### src/hw/rtl/mcb_pkg.sv
// ----------------------------------------------------------------------------
// mcb_pkg
// Shared types and constants for the multi-channel LED blinker.
// ----------------------------------------------------------------------------
`timescale 1ns / 1ps

package mcb_pkg;

  localparam int NUM_CHANNELS_DEF = 4;
  localparam int TIME_BITS_DEF    = 16;

  localparam int UNIT_W = 4;
  localparam int TICKS_W = 16;
  localparam int OUT_W  = 4;

  localparam logic OP_TICK = 1'b0;
  localparam logic OP_SET  = 1'b1;

  typedef struct packed {
    logic              tick;
    logic              set;
    logic [UNIT_W-1:0] unit;
  } chan_cmd_t;

  typedef struct packed {
    logic armed;
    logic drive_lit;
  } chan_status_t;

endpackage

### src/hw/rtl/multi_channel_led_blinker_top.sv
// ----------------------------------------------------------------------------
// multi_channel_led_blinker_top
// Datapath: the input register feeds the result register; one item accepted
//   per cycle unless out_stall holds a result, all channels in parallel.
// Input stalls only while a held result is stalled by out_stall.
// Reset: synchronous, all channels disarmed and dark, active_high set to 1.
// ----------------------------------------------------------------------------
`timescale 1ns / 1ps

module multi_channel_led_blinker_top #(
  parameter int NUM_CHANNELS = mcb_pkg::NUM_CHANNELS_DEF,
  parameter int TIME_BITS    = mcb_pkg::TIME_BITS_DEF
) (
  input  logic                        clk,
  input  logic                        rst,
  input  logic                        in_valid,
  output logic                        in_stall,
  input  logic                        op,
  input  logic [mcb_pkg::UNIT_W-1:0]  unit,
  input  logic [mcb_pkg::TICKS_W-1:0] lit_ticks,
  input  logic [mcb_pkg::TICKS_W-1:0] dark_ticks,
  output logic                        out_valid,
  input  logic                        out_stall,
  output logic [mcb_pkg::OUT_W-1:0]   pin_levels,
  output logic [mcb_pkg::OUT_W-1:0]   armed_mask,
  input  logic                        wr_en,
  input  logic                        wr_data
);
  import mcb_pkg::*;

  logic                active_high;
  logic                in_full;
  logic                op_q;
  logic [UNIT_W-1:0]   unit_q;
  logic [TICKS_W-1:0]  lit_q;
  logic [TICKS_W-1:0]  dark_q;
  logic                accept;
  logic                advance;
  chan_cmd_t           cmd;
  chan_status_t        status [NUM_CHANNELS];
  logic [OUT_W-1:0]    pins_next;
  logic [OUT_W-1:0]    mask_next;

  assign advance  = in_full && (!out_valid || !out_stall);
  assign in_stall = in_full && !advance;
  assign accept   = in_valid && !in_stall;

  assign cmd.tick = advance && (op_q == OP_TICK);
  assign cmd.set  = advance && (op_q == OP_SET);
  assign cmd.unit = unit_q;

  always_ff @(posedge clk) begin
    if (rst) begin
      active_high <= 1'b1;
    end else if (wr_en) begin
      active_high <= wr_data;
    end
  end

  always_ff @(posedge clk) begin
    if (rst) begin
      in_full <= 1'b0;
    end else if (accept) begin
      in_full <= 1'b1;
    end else if (advance) begin
      in_full <= 1'b0;
    end
  end

  always_ff @(posedge clk) begin
    if (accept) begin
      op_q   <= op;
      unit_q <= unit;
      lit_q  <= lit_ticks;
      dark_q <= dark_ticks;
    end
  end

  for (genvar ch = 0; ch < NUM_CHANNELS; ch++) begin : g_chan
    mcb_chan #(
      .CH_INDEX  (ch),
      .TIME_BITS (TIME_BITS)
    ) u_chan (
      .clk         (clk),
      .rst         (rst),
      .cmd         (cmd),
      .lit_in      (TIME_BITS'(lit_q)),
      .dark_in     (TIME_BITS'(dark_q)),
      .status_next (status[ch])
    );
  end

  for (genvar b = 0; b < OUT_W; b++) begin : g_out
    if (b < NUM_CHANNELS) begin : g_used
      assign pins_next[b] = status[b].drive_lit ^ !active_high;
      assign mask_next[b] = status[b].armed;
    end else begin : g_unused
      assign pins_next[b] = 1'b0;
      assign mask_next[b] = 1'b0;
    end
  end

  always_ff @(posedge clk) begin
    if (rst) begin
      out_valid <= 1'b0;
    end else if (advance) begin
      out_valid <= 1'b1;
    end else if (!out_stall) begin
      out_valid <= 1'b0;
    end
  end

  always_ff @(posedge clk) begin
    if (advance) begin
      pin_levels <= pins_next;
      armed_mask <= mask_next;
    end
  end

endmodule

### src/hw/rtl/mcb_chan.sv
// ----------------------------------------------------------------------------
// mcb_chan
// One blink channel: timing registers, phase, countdown and drive level.
// ----------------------------------------------------------------------------
`timescale 1ns / 1ps

module mcb_chan #(
  parameter int CH_INDEX  = 0,
  parameter int TIME_BITS = mcb_pkg::TIME_BITS_DEF
) (
  input  logic                 clk,
  input  logic                 rst,
  input  mcb_pkg::chan_cmd_t   cmd,
  input  logic [TIME_BITS-1:0] lit_in,
  input  logic [TIME_BITS-1:0] dark_in,
  output mcb_pkg::chan_status_t status_next
);
  import mcb_pkg::*;

  logic                 armed, armed_next;
  logic                 phase_lit, phase_lit_next;
  logic                 drive_lit, drive_lit_next;
  logic [TIME_BITS-1:0] lit_dur, lit_dur_next;
  logic [TIME_BITS-1:0] dark_dur, dark_dur_next;
  logic [TIME_BITS-1:0] countdown, countdown_next;

  logic                 hit;
  logic [TIME_BITS-1:0] new_dur;
  logic [TIME_BITS-1:0] cd_mid;

  assign hit     = cmd.set && (cmd.unit == UNIT_W'(CH_INDEX));
  assign new_dur = phase_lit ? dark_dur : lit_dur;

  always_comb begin
    armed_next     = armed;
    phase_lit_next = phase_lit;
    drive_lit_next = drive_lit;
    lit_dur_next   = lit_dur;
    dark_dur_next  = dark_dur;
    countdown_next = countdown;
    cd_mid         = countdown;
    if (hit) begin
      if (lit_in != '0 || dark_in != '0) begin
        if (!armed) begin
          armed_next     = 1'b1;
          countdown_next = '0;
          phase_lit_next = 1'b0;
        end
        lit_dur_next  = lit_in;
        dark_dur_next = dark_in;
      end else begin
        armed_next     = 1'b0;
        lit_dur_next   = '0;
        dark_dur_next  = '0;
        countdown_next = '0;
        phase_lit_next = 1'b0;
        drive_lit_next = 1'b0;
      end
    end else if (cmd.tick && armed) begin
      if (countdown == '0) begin
        phase_lit_next = !phase_lit;
        if (new_dur != '0) begin
          cd_mid         = new_dur;
          drive_lit_next = !phase_lit;
        end
      end
      countdown_next = (cd_mid != '0) ? cd_mid - TIME_BITS'(1) : cd_mid;
    end
  end

  always_ff @(posedge clk) begin
    if (rst) begin
      armed     <= 1'b0;
      phase_lit <= 1'b0;
      drive_lit <= 1'b0;
      lit_dur   <= '0;
      dark_dur  <= '0;
      countdown <= '0;
    end else begin
      armed     <= armed_next;
      phase_lit <= phase_lit_next;
      drive_lit <= drive_lit_next;
      lit_dur   <= lit_dur_next;
      dark_dur  <= dark_dur_next;
      countdown <= countdown_next;
    end
  end

  assign status_next.armed     = armed_next;
  assign status_next.drive_lit = drive_lit_next;

endmodule
### config.mk
export PLATFORM = sky130hd
export DESIGN_NAME = multi_channel_led_blinker_top
export DESIGN_NICKNAME = d
export VERILOG_FILES = /design/src/hw/rtl/mcb_pkg.sv /design/src/hw/rtl/multi_channel_led_blinker_top.sv /design/src/hw/rtl/mcb_chan.sv
export SDC_FILE = /design/constraint.sdc
export NUM_CORES = 1
export LEC_CHECK = 0
export BUFFER_PORTS_ARGS = -buffer_cell sky130_fd_sc_hd__buf_2
export CAP_MARGIN = 20
export CORE_MARGIN = 2
export CORE_UTILIZATION = 56
export CTS_CLUSTER_SIZE = 8
export DETAILED_ROUTE_END_ITERATION = 16
export GPL_ROUTABILITY_DRIVEN = 0
export GPL_TIMING_DRIVEN = 0
export MAX_ROUTING_LAYER = met4
export PLACE_DENSITY_LB_ADDON = 0.05
export SETUP_SLACK_MARGIN = 0.15
export SLEW_MARGIN = 5
export SYNTH_ARGS = -nofsm -noshare
export SYNTH_HDL_FRONTEND = slang
export SYNTH_SLANG_ARGS = --single-unit
### constraint.sdc
create_clock -name clk -period 3.7 [get_ports clk]
set_input_delay 0.74 -clock clk [delete_from_list [all_inputs] [get_ports clk]]
set_output_delay 0.74 -clock clk [all_outputs]
set_load 0.01 [all_outputs]
-- After elaboration in Yosys (flattened, before gate mapping)
Index checks and enable logic that the tools add are counted.
- $add $sub $neg: 4
- equal/unequal tests: 8
- muxes and demuxes: 91
- bitwise gates (word level): 5
- reductions and logical operators: 56
- operators by type and width (operator ; number):
    $mux W16 ; 42
    $reduce_bool A16 Y1 ; 10
    $logic_not A16 Y1 ; 4
    $sub A16 B1 Y16 const B ; 4
    $mux W1 ; 49
    $reduce_bool A2 Y1 ; 9
    $logic_and A1 B1 Y1 ; 13
    $ne A3 B3 Y1 const B ; 4
    $reduce_and A3 Y1 ; 4
    $logic_not A1 Y1 ; 9
    $eq A4 B2 Y1 const B ; 2
    $reduce_and A2 Y1 ; 4
    $eq A4 B1 Y1 const B ; 1
    $logic_not A4 Y1 ; 1
    $xor A1 B1 Y1 ; 4
    $logic_or A1 B1 Y1 ; 2
    $ne A2 B1 Y1 const B ; 1
    $not A1 Y1 ; 1
- flip-flop bits (word level): 252
- output and inout bits: 10
- logic and storage cells: 197

-- Depth between registers and ports, before layout
- word-level depth: 11
- gate-level depth with buffers: 15

-- By module
Synthesis repeated with hierarchy kept, for this count alone.
- cell total of the unflattened synthesis: 1666
- area, all modules: 13882.1 um2
- by module, submodules not included (module ; instances ; cells an instance ; area each (um2) ; seq. area each (um2)):
    mcb_chan at g_chan[0].u_chan ; 1 ; 415 ; 3226.8 ; 1021.0
    mcb_chan at g_chan[2].u_chan ; 1 ; 395 ; 3051.7 ; 1021.0
    mcb_chan at g_chan[3].u_chan ; 1 ; 394 ; 3036.7 ; 1021.0
    mcb_chan at g_chan[1].u_chan ; 1 ; 397 ; 3032.9 ; 1021.0
    multi_channel_led_blinker_top ; 1 ; 65 ; 1534.0 ; 1411.4

-- Least setup slack after synthesis
OpenSTA, ideal clock, no wires.
- kind: flip-flop to flip-flop
- from: register g_chan[0].u_chan.dark_dur[1]
- to: register g_chan[0].u_chan.countdown[8]
- arrival: 3.625 ns
- required time: 3.580 ns
- slack: -0.045 ns
- cell stages (with the launch flop): 13
- path buffers: 0
- cell sequence: dfxtp_1 -> or4_1 -> or3_1 -> o41a_1 -> o41a_1 -> a21oi_1 -> ha_1 -> inv_1 -> a311o_1 -> a31o_2 -> a2111oi_0 -> o21ai_0 -> a211o_1
- cells in the longest elaborated chain, start to end: 10
- RTL lines (item ; line ; RTL):
    from (decl) ; mcb_chan.sv:24 ; logic [TIME_BITS-1:0] dark_dur, dark_dur_next;
    from (signal assigned) ; mcb_chan.sv:84 ; dark_dur <= dark_dur_next;
    $mux W16 * ; mcb_chan.sv:32 ; assign new_dur = phase_lit ? dark_dur : lit_dur;
    $reduce_bool A16 Y1 ; mcb_chan.sv:62 ; if (new_dur != '0) begin
    $mux W16 * ; mcb_chan.sv:62 ;
    $mux W16 * ; mcb_chan.sv:60 ; if (countdown == '0) begin
    $mux W16 * ; mcb_chan.sv:59 ; end else if (cmd.tick && armed) begin
    $mux W16 * ; mcb_chan.sv:42 ; if (hit) begin
    $sub A16 B1 Y16 or $reduce_bool A16 Y1 (tied branches) ; mcb_chan.sv:67 ; countdown_next = (cd_mid != '0) ? cd_mid - TIME_BITS'(1) : cd_mid;
    $mux W16 * ; mcb_chan.sv:67 ;
    $mux W16 * ; mcb_chan.sv:59 ;
    $mux W16 * ; mcb_chan.sv:42 ;
    to (signal assigned) ; mcb_chan.sv:85 ; countdown <= countdown_next;
    to (decl) ; mcb_chan.sv:25 ; logic [TIME_BITS-1:0] countdown, countdown_next;
Mark *: on every way between the ends. The rest lies on a longest branch, timed or not. The select of a mux whose other input is x is not followed.
A chain may end at the register's enable or synchronous reset.

-- Worst setup path in the final report
Same ends and word-level chain as after synthesis.

==> run summary <==
run status -> completed
Largest stage delay, worst path -> 0.52 ns
PwrDens -> 399.2 nW/um2
Placed Area -> 14010 um2
initial DRC count -> 1440
Synth Cell Area -> 13280 um2
Post-Place Cells -> 1994
Critical-path top delay cell -> or4_4
Rows -> 56
top cells by area, synth -> dfxtp_1, edfxtp_1, nand2_1
Clk pin slew, worst setup/hold paths -> 0.05 ns
Pins Over Slew Limit -> 0
post-DR vias/cell -> 6.490
global-route wire length before repair -> 67170 um
Synth Area in Adders -> 0.007538
H-tree Lvls -> 2
Post-Route WL -> 43130 um
Max Cap Viol -> 0
layout net count -> 1799
# diodes -> 0
CTS tree -> built
# clock sinks -> 252
CP Cell Sequence -> or4_4 -> or3_1 -> o41a_1 -> o41a_1 -> a21oi_2 -> buf_4 -> ha_1 -> nand3_2 -> a21oi_4 -> a31o_4 -> buf_6 -> nor4_4 -> nor4b_2 -> a211o_1
TritonCTS Buffers -> 37
Sw Share -> 0.2350
Synth Area in XOR/XNOR -> 0.007255
largest net degree at the start of global routing -> 21
Clock Power Share -> 0.486
maximum vdd drop -> 0.3544 mV
Synthesis Warnings -> 0
Non-Filler Instances -> 2085
Pint -> 4.809 mW
Max Freq -> 274.5 MHz
Die W -> 158.0 um
Sw Pwr -> 1.478 mW
Worst EP arrival -> 4.11 ns
Period Utilization, post-route -> 0.9847
WHS -> 0.3927 ns
CP Class -> reg2reg
ANT nets after route -> 0
cts hold-fix bufs -> 0
post-synthesis mux area share -> 0.06068
crit-path max FO -> 4
boundary pin count -> 53
post-synth top area cell -> dfxtp_1
Post-route DRC -> 0
slack of the critical path -> 0.05658 ns
post-detail-place hpwl -> 30060 um
setup tns final -> 0 ns
Total GRT Usage -> 0.3542
Gate power share -> 0.051
post-route cell area -> 15750 um2
wire per inst -> 20.69 um
unrepaired setup endpoints after global routing -> true
area grow syn2layout -> 18.57%
Root Buffer -> clkbuf_16
FFs w/ async S/R, synth -> 0
Final setup viols -> 0
Synth Area in Simple Gates -> 0.2810
Initial Utilization -> 0.5674
syn_nets -> 1672
Post-synth EDFFs -> 45
Initial DRT Pass Iterations -> 5
Core Box Area -> 23400 um2
insertion delay to the later sink of the worst-skew pair -> 0.52 ns
pre-CTS WS -> -0.7181 ns
Setup crit end kind -> flip-flop
total power draw -> 6.286 mW
Hold Crit Class -> in2reg
Critical Path RT -> 4.16 ns
Slew @ Worst Pin -> 1.035 ns
Gate Count Post-Synth -> 1621
die area -> 24960 um2
vias in the first global route -> 12680
top cell type's share of synthesized area -> 0.3121
Syn Area/Cell -> 8.192 um2
synth unique cells -> 84
Final Skew -> 0.01089 ns
GRT overflow -> 0
critical path's most frequent cell -> o41a_1
main combinational cell family by area after synthesis -> simple AND/OR/NAND/NOR gates
port bufs -> 52
Yosys reg bits -> 252
fillers -> 2025
CTS Buffer Depth -> 3
Synth Area in Compound Gates -> 0.1966
power share of the sequential group -> 0.464
Hold Fails Final Rpt -> 0
max_slew headroom -> 0.3051
startpoint types -> flip-flop
initial antenna violation count -> 0
layout cells sized above 1 -> 0.1506
vias after detailed routing -> 13530
sequential area share after synthesis -> 0.4138
Tmin final -> 3.643 ns
chip height -> 158.0 um
post-layout util -> 0.6728
Static Leak -> 5.566 nW
top_reg_cell synth -> dfxtp_1
power groups by stage:
stage | clock network, mW | registers [mW] | logic [mW]
floorplan | 0 | 2.92 | 0.174
global placement | 0 | 2.96 | 0.262
detailed placement | 0 | 2.96 | 0.272
CTS | 3.08 | 2.91 | 0.303
global route | 3.19 | 2.91 | 0.344
finish | 3.05 | 2.91 | 0.319
logic make-up after synthesis:
kind of cell	Yosys count
xor+xnor	11
compound gates	404
buf+inv	110
fa+ha+maj	8
simple gates	758
flops	252
mux	78
placed cells by master, fill, tap and decap left out, types with 13 or more instances in the layout:
| cell | instances |
|---|---|
| or4_1 | 32 |
| a31oi_1 | 16 |
| clkbuf_1 | 90 |
| a32oi_1 | 13 |
| o211ai_1 | 17 |
| clkbuf_16 | 37 |
| nor2_1 | 96 |
| nor3b_1 | 13 |
| a211oi_1 | 13 |
| buf_4 | 33 |
| dfxtp_1 | 203 |
| mux2i_1 | 56 |
| nand2_1 | 317 |
| nand3_1 | 65 |
| nor4_1 | 29 |
| nor3_1 | 46 |
| a21oi_1 | 172 |
| buf_2 | 64 |
| or3_1 | 20 |
| o21ai_0 | 45 |
| mux2_2 | 20 |
| nand4_1 | 25 |
| edfxtp_1 | 45 |
worst paths after layout:
path / start / end / slack, ns / cells past startpoint
min: unit[0] / unit_q[0] / 0.39 / 1
max reg2reg: g_chan[0].u_chan.dark_dur[1] / g_chan[0].u_chan.countdown[8] / 0.06 / 14
min reg2reg: g_chan[0].u_chan.dark_dur[10] / g_chan[0].u_chan.dark_dur[10] / 0.46 / 2
max: g_chan[0].u_chan.dark_dur[1] / g_chan[0].u_chan.countdown[8] / 0.06 / 14
critical path, delay by kind of cell, from the launching register on:
family	cells	cell delay, ns
adders and majority gates	1	0.17
buffers and inverters	2	0.27
and+or+nand+nor	5	1.32
AOI/OAI and AO/OA	6	1.51
DFF	1	0.32
cells in the mapped netlist, types with 9 or more instances:
cell type  count
a21oi_1      180
or3_1         22
edfxtp_1      45
o21ai_0       49
nor3_1        49
dfxtp_1      207
mux2_2        20
and2_1        11
a211oi_1      16
buf_2         14
nor2b_1        9
inv_1         11
a32oi_1       13
o22ai_1       11
and3_1        12
or4_1         34
or2_2         12
nand4_1       25
o211ai_1      17
nor2_1        98
clkbuf_1      78
nand2_1      320
a31oi_1       16
nor3b_1       15
nor4_1        38
mux2i_1       58
nand3_1       70
final cells by class:
type,instances,area (um2),share of cell area
buffer,97,441.7,0.02805
clock buffer,55,1003,0.06373
clock inverter,2,17.52,0.001113
inverter,11,41.29,0.002622
multi-input combinational,1259,7767,0.4933
sequential,252,5503,0.3495
tap,319,399.1,0.02535
timing repair buffer,90,571.8,0.03632
what timing repair did:
| item | 4_1_cts | 5_1_grt |
|---|---|---|
| pin swaps | 23 | 24 |
| endpoints found under the setup margin | 45 | 42 |
| hold endpoints to repair | 0 | 0 |
| resized for setup | 72 | 35 |
| setup buffers | 21 | 14 |
sequential cells by signal, indices dropped and copies added (netlist names):
signal	count
lit_q	16
g_chan.u_chan.drive_lit	4
out_valid	1
in_full	1
dark_q	16
op_q	1
g_chan.u_chan.countdown	64
g_chan.u_chan.lit_dur	64
g_chan.u_chan.phase_lit	4
g_chan.u_chan.dark_dur	64
active_high	1
unit_q	4
g_chan.u_chan.armed	4
pin_levels	4
armed_mask	4
per-layer routing:
metal | share of wire | track usage | up-vias
met2 | 0.45 | 0.5484 | 699
met3 | 0.092 | 0.05283 | 151
met4 | 0.042 | 0.1416 | 0
met1 | 0.42 | 0.4684 | 6408
met5 | 0 | - | -
li1 | - | - | 6274
(Power assumes the default switching activity.)
